### src/rtl/xxh_pkg.sv
`default_nettype none
package xxh_pkg;
    localparam logic [63:0] P1 = 64'd11400714785074694791;
    localparam logic [63:0] P2 = 64'd14029467366897019727;
    localparam logic [63:0] P3 = 64'd1609587929392839161;
    localparam logic [63:0] P4 = 64'd9650029242287828579;
    localparam logic [63:0] P5 = 64'd2870177450012600261;

    // multiplier request: a * b, low 64 bits
    typedef struct packed {
        logic        start;
        logic [63:0] a;
        logic [63:0] b;
    } mul_req_t;

    typedef struct packed {
        logic        done;
        logic [63:0] p;
    } mul_rsp_t;

    typedef enum logic [4:0] {
        ST_IDLE,
        ST_STRIPE_M1,   // w*P2 for lane idx
        ST_STRIPE_M2,   // rotl(acc+..,31)*P1
        ST_MERGE_SUM,
        ST_MERGE_M1,    // lane*P2
        ST_MERGE_M2,    // rotl(..,31)*P1
        ST_MERGE_M3,    // h*P1
        ST_TOTAL,
        ST_WORD_M1,
        ST_WORD_M2,
        ST_WORD_M3,     // rotl(h,27)*P1
        ST_HALF_M1,     // part32*P1
        ST_HALF_M2,     // rotl(h,23)*P2
        ST_BYTE_M1,     // byte*P5
        ST_BYTE_M2,     // rotl(h,11)*P1
        ST_AVAL_M1,
        ST_AVAL_M2,
        ST_OUT
    } state_t;

    function automatic logic [63:0] rotl(input logic [63:0] x, input logic [5:0] r);
        logic [127:0] d;
        begin
            d = {x, x} << r;
            rotl = d[127:64];
        end
    endfunction
endpackage
`default_nettype wire

### src/rtl/xxh_mul.sv
`default_nettype none
// 64x64 low product from the 32x32 partials that reach the low word, one per cycle; done pulses after the last.
module xxh_mul (
    input  wire                  clk,
    input  wire                  rst_n,
    input  xxh_pkg::mul_req_t    req,
    output xxh_pkg::mul_rsp_t    rsp
);
    import xxh_pkg::*;

    logic [63:0] a_reg, b_reg, acc_reg, acc_next;
    logic [2:0]  step_reg;
    logic        busy_reg;
    logic [31:0] x, y;
    logic [63:0] pp;

    always_comb
    begin
        x = step_reg[1] ? a_reg[63:32] : a_reg[31:0];
        y = step_reg[0] ? b_reg[63:32] : b_reg[31:0];
        pp = {32'd0, x} * {32'd0, y};
        case (step_reg[1:0])
            2'd0:    acc_next = pp;
            2'd1:    acc_next = acc_reg + {pp[31:0], 32'd0};
            2'd2:    acc_next = acc_reg + {pp[31:0], 32'd0};
            default: acc_next = acc_reg;
        endcase
    end

    always_ff @(posedge clk or negedge rst_n)
    begin
        if (!rst_n)
        begin
            busy_reg <= 1'b0;
            step_reg <= 3'd0;
        end
        else if (req.start)
        begin
            busy_reg <= 1'b1;
            step_reg <= 3'd0;
        end
        else if (busy_reg)
        begin
            step_reg <= step_reg + 3'd1;
            if (step_reg == 3'd2)
                busy_reg <= 1'b0;
        end
    end

    always_ff @(posedge clk)
    begin
        if (req.start)
        begin
            a_reg <= req.a;
            b_reg <= req.b;
        end
        else if (busy_reg)
            acc_reg <= acc_next;
    end

    logic done_reg;
    always_ff @(posedge clk or negedge rst_n)
    begin
        if (!rst_n)
            done_reg <= 1'b0;
        else
            done_reg <= busy_reg && step_reg == 3'd2 && !req.start;
    end

    assign rsp.done = done_reg;
    assign rsp.p    = acc_reg;

`ifndef SYNTHESIS
    a_no_start_busy: assert property (@(posedge clk) disable iff (!rst_n)
        req.start |-> !busy_reg) else $error("mul restarted while busy");
    a_done_pulse: assert property (@(posedge clk) disable iff (!rst_n)
        done_reg |=> !done_reg) else $error("done held");
    a_done_after: assert property (@(posedge clk) disable iff (!rst_n)
        done_reg |-> $past(busy_reg)) else $error("done without work");
`endif
endmodule
`default_nettype wire

### config.mk
export PLATFORM = sky130hd
export DESIGN_NAME = xxh_mul
export DESIGN_NICKNAME = d
export VERILOG_FILES = /design/src/rtl/xxh_pkg.sv /design/src/rtl/xxh_mul.sv
export SDC_FILE = /design/constraint.sdc
export NUM_CORES = 2
export LEC_CHECK = 0
export BUFFER_PORTS_ARGS = -buffer_cell sky130_fd_sc_hd__buf_4
export CORE_MARGIN = 5
export CORE_UTILIZATION = 30
export CTS_CLUSTER_SIZE = 20
export DETAILED_ROUTE_END_ITERATION = 10
export SLEW_MARGIN = 25
export SYNTH_ARGS = -nofsm -noshare
export SYNTH_HDL_FRONTEND = slang
export SYNTH_SLANG_ARGS = --single-unit
### constraint.sdc
create_clock -name clk -period 23.9 [get_ports clk]
set_input_delay 4.78 -clock clk [delete_from_list [all_inputs] [get_ports clk]]
set_output_delay 4.78 -clock clk [all_outputs]
set_load 0.01 [all_outputs]
# Word-level counts from Yosys, hierarchy flattened
# Index checks and enable logic that the tools add are counted.
[op_classes]
n_reduce_logical = 8
n_mul = 1
n_eq_ne = 3
add_sub_neg = 2
n_bitwise = 1
mux = 8
[op_table]
columns = ["cell", "count"]
rows = [
  ["$pmux W64 S2", 1],
  ["$add A64 B64 Y64", 1],
  ["$mul A32 B32 Y64", 1],
  ["$mux W32", 2],
  ["$mux W3", 2],
  ["$reduce_bool A2 Y1", 2],
  ["$add A3 B1 Y3 const B", 1],
  ["$eq A3 B2 Y1 const B", 1],
  ["$mux W1", 3],
  ["$reduce_and A3 Y1", 1],
  ["$eq A2 B1 Y1 const B", 1],
  ["$eq A2 B2 Y1 const B", 1],
  ["$logic_and A1 B1 Y1", 2],
  ["$logic_not A2 Y1", 1],
  ["$reduce_or A2 Y1", 1],
  ["$logic_not A1 Y1", 1],
  ["$not A1 Y1", 1],
]
[word_totals]
wordCells = 29
output_inout_bits = 65
regBits = 197
input_bits = 131

# Depth between registers and ports, before layout
[logic_depth]
word_depth = 4
ltp_mapped = 37
mapped_depth_nobuf = 33

# Worst setup path after synthesis
# No wires, ideal clock.
[synth_path]
kind = "register to register"
from = "reg step_reg[1]"
to = "reg acc_reg[61] (data pin)"
path_buffers = 4
stages_incl_launch_ff = 35
synth_period_minus_slack_ns = 9.228
setup_ns = 0.269
t_arrival_ns = 8.959
slack_ns = 14.672
t_required_ns = 23.631
path_cell_list = "dfrtp_1 -> clkbuf_1 -> clkbuf_1 -> mux2i_1 -> clkbuf_1 -> nor2_1 -> fa_1 -> fa_1 -> fa_1 -> inv_1 -> fa_1 -> inv_1 -> fa_1 -> inv_1 -> fa_1 -> inv_1 -> fa_1 -> fa_1 -> ha_1 -> buf_2 -> nand4_1 -> nor2_1 -> a41oi_1 -> o21a_1 -> xnor2_1 -> ha_1 -> a21o_1 -> a21o_1 -> a21oi_1 -> nor2_1 -> a211oi_1 -> o21ai_1 -> a311oi_1 -> xor2_1 -> mux2i_1"
[synth_via]
elab_chain_len = 4
elab_cells_between_ends = 8
cone_classes = "1 x add/sub; 1 x mul; 2 x eq/ne; 2 x mux; 2 x reduce/logical"
[synth_rtl]
columns = ["item", "line_no", "rtl"]
rows = [
  ["start, declared", "xxh_mul.sv:12", "logic [2:0] step_reg;"],
  ["start signal, assigned", "xxh_mul.sv:44", "step_reg <= step_reg + 3'd1;"],
  ["$mux W32", "xxh_mul.sv:19", "x = step_reg[1] ? a_reg[63:32] : a_reg[31:0];"],
  ["$mul A32 B32 Y64", "xxh_mul.sv:21", "pp = {32'd0, x} * {32'd0, y};"],
  ["$add A64 B64 Y64", "xxh_mul.sv:24, xxh_mul.sv:25", ""],
  ["$pmux W64 S2 (*)", "xxh_mul.sv:22", "case (step_reg[1:0])"],
  ["net acc_next[61]", "xxh_mul.sv:11", "logic [63:0] a_reg, b_reg, acc_reg, acc_next;"],
  ["end signal, assigned", "xxh_mul.sv:58", "acc_reg <= acc_next;"],
  ["end, declared", "xxh_mul.sv:11", ""],
]
# Mark *: on every way through the listed nets, which the timed path passes. The rest lies on a longest branch.
# A chain may end at the register's enable or synchronous reset.

# Worst setup path in the final report
# Same ends and word-level chain as after synthesis.

==> results.py <==
metrics = {
    "run_status": {
        "status": "completed",
    },
    "routing": {
        "drt_pass1_iterations": 6,
        "post_drt_wl_per_cell_um": 22.0,
        "drc_errors": 0,
        "via_per_inst": 4.97,
        "antenna_left": 0,
        "drtIter0Drc": 2613,
        "via_count": 30800,
        "totalWireLength_um": 136000,
    },
    "sta": {
        "tns_ns": 0,
        "relSlewSlack_pct": 30.1,
        "slew_violations": 0,
        "worstMarginPinSlew_ns": 1.05,
        "hold_viol_final": 0,
        "finalSetupViolCount": 0,
        "period_needed_ns": 11.11,
        "rsz0062_at_grt": "no",
        "skew_ns": 0.0236,
        "fin_crit_sh_pct": 46.5,
        "fmax_ghz": 0.0900,
        "timing.hold.ws_ns": 0.555,
    },
    "worst_setup_path": {
        "crit_top_cell": "fa_1",
        "setup.worst_path.start_class": "flop",
        "cp_slowest_cell": "mux2i_2",
        "cp_max_fo": 56,
        "required_ns": 24.17,
        "arrival_ns": 11.38,
        "crit_path_end_kind": "flop",
        "cp_slowest_stage_delay_ns": 0.91,
        "path_buf_inv": 5,
        "critPathKind": "flop to flop",
        "cp_top_family": "adder cells",
    },
    "logic_synthesis": {
        "synth_cells": 4307,
        "synth_area_um2": 41100,
        "ys_warn_count": 0,
        "synth_top_area_cell": "fa_1",
        "synth.avg_cell_area_um2": 9.55,
        "synth_cell_type_count": 80,
        "synth_area_leaders": "fa_1 (44%), edfxtp_1 (14%), ha_1 (9.1%)",
        "synth_most_common_cell": "fa_1",
        "synth_edf_count": 192,
        "async_flop_share_pct": 2.54,
        "yosys_most_used_dff": "edfxtp_1",
        "yosysTopAreaCellShare_pct": 43.6,
        "synth-seq-cells": 197,
        "syn_nets": 5633,
        "seq_area_frac_synth_pct": 14.3,
        "ys_top_cells_by_count": "fa_1 (897), inv_1 (878), nand2_1 (733)",
    },
    "clocking": {
        "holdBufCountCts": 0,
        "cts_tree": "built",
        "h-tree-depth": 4,
        "root_buffer": "clkbuf_16",
        "numCtsBuffers": 17,
        "clock_path_buffers": 2,
        "clk_pin_slew_worst_paths_ns": 0.09,
        "cts.repair.resized": 0,
        "cts_num_sinks": 197,
        "insertion_delay_ns": 0.55,
        "post_cts_buffers": 0,
    },
    "grt": {
        "grt_pass1_wl_um": 207000,
        "grt_overflow_total": 0,
        "grt_pass1_vias": 33000,
        "grt_usage_pct": 18.9,
        "antenna_found_initial": 1,
        "grt_max_degree": 72,
    },
    "final_layout": {
        "fillCellCount": 14000,
        "nets": 5714,
        "drive_above_1_share_pct": 9.54,
        "fin_area_um2": 45400,
        "syn2layout_area_growth_pct": 10.2,
    },
    "floorplanning": {
        "die_x_um": 380,
        "io_pins": 196,
        "dieArea_um2": 145000,
        "initial_core_util_pct": 30.3,
        "rows": 135,
        "die_y_um": 380,
        "core_area_um2": 136000,
    },
    "run": {
        "drv_cap": 0,
    },
    "place": {
        "dp_hpwl_um": 111000,
        "port_buffers": 195,
        "place_area_um2": 44800,
        "gp_congestion": 0.942,
    },
    "worst_hold_path": {
        "hold_path_class": "flop to flop",
    },
}
## cell families (layout without fill, tap and decap cells)
family / count (synthesis) / after routing / share of synthesized area [%]
AND/OR/NAND/NOR: 1311 / 1311 / 12.9
adder cells (fa/ha/maj): 1195 / 1195 / 52.7
buffers and inverters: 1078 / 1172 / 9.91
AO/OA/AOI/OAI: 310 / 310 / 5.02
flip-flops: 197 / 197 / 14.3
multiplexers: 127 / 127 / 3.29
XOR/XNOR: 89 / 89 / 1.89
other: 0 / 2 / 0
## metal layers
metal | share of wire [%] | GRT usage (%)
met1 | 41 | 25.0
met2 | 46 | 30.2
met3 | 9.8 | 4.75
met4 | 3.7 | 7.05
met5 | 0 | 0
## final timing paths
check	cells after the start	from	slack [ns]	endpoint
setup / recovery	31	step_reg[1]	12.79	acc_reg[61]
hold / removal	2	step_reg[2]	0.55	step_reg[2]
setup reg to reg	31	step_reg[1]	12.79	acc_reg[61]
hold reg to reg	2	step_reg[2]	0.55	step_reg[2]
max in group asynchronous	1	rst_n	19.75	step_reg[0]
min in group asynchronous	1	rst_n	4.02	done_reg
## placed cells by master (no fill, tap or decap), types with 6 or more instances in the layout
cell type / n
o21ai_0: 53
nand2_1: 733
xor2_1: 32
a211oi_1: 13
fa_1: 897
inv_1: 878
and2_1: 52
o21ai_1: 16
buf_4: 258
and3_1: 7
edfxtp_1: 192
mux2i_4: 7
clkbuf_16: 17
nor3_1: 14
ha_1: 297
nand4_1: 21
a21o_1: 41
xnor2_1: 57
o21bai_1: 12
a21oi_1: 98
o211ai_1: 6
nand2b_1: 10
mux2i_1: 35
mux2i_2: 18
o21a_1: 12
nor2_1: 425
mux2_2: 67
nand3_1: 16
## metrics by stage
| stage | worst slack (ns) | util (%) | cells |
|---|---|---|---|
| finish | 12.79 | 33.4 | 6184 |
| global route | 12.51 | 33.4 | 6182 |
| CTS | 12.94 | 33.4 | 6182 |
| detailed placement | 13.06 | 33.0 | 6150 |
| global placement | 12.73 | 32.9 | 6148 |
| floorplan | 14.67 | - | 4307 |
## area by class of cell
type | instances | area, um2 | share of cell area (%)
multi-input cells | 3032 | 31300 | 69.1
flip-flops and latches | 197 | 5900 | 13.0
inverters | 879 | 3300 | 7.27
well taps | 1781 | 2230 | 4.91
repair buffers | 261 | 1990 | 4.39
clock buffers | 17 | 425 | 0.938
clock inverters | 15 | 168 | 0.370
diodes | 2 | 5.00 | 0.0110
## tightest hold or removal path: stages, from the launching register on
cell and delay, ns:
dfrtp_1 0.38, xor2_1 0.07, nor2_1 0.07
Power is not shown: default switching activity piles up to over one toggle a cycle in this logic, so the estimate is an artifact.
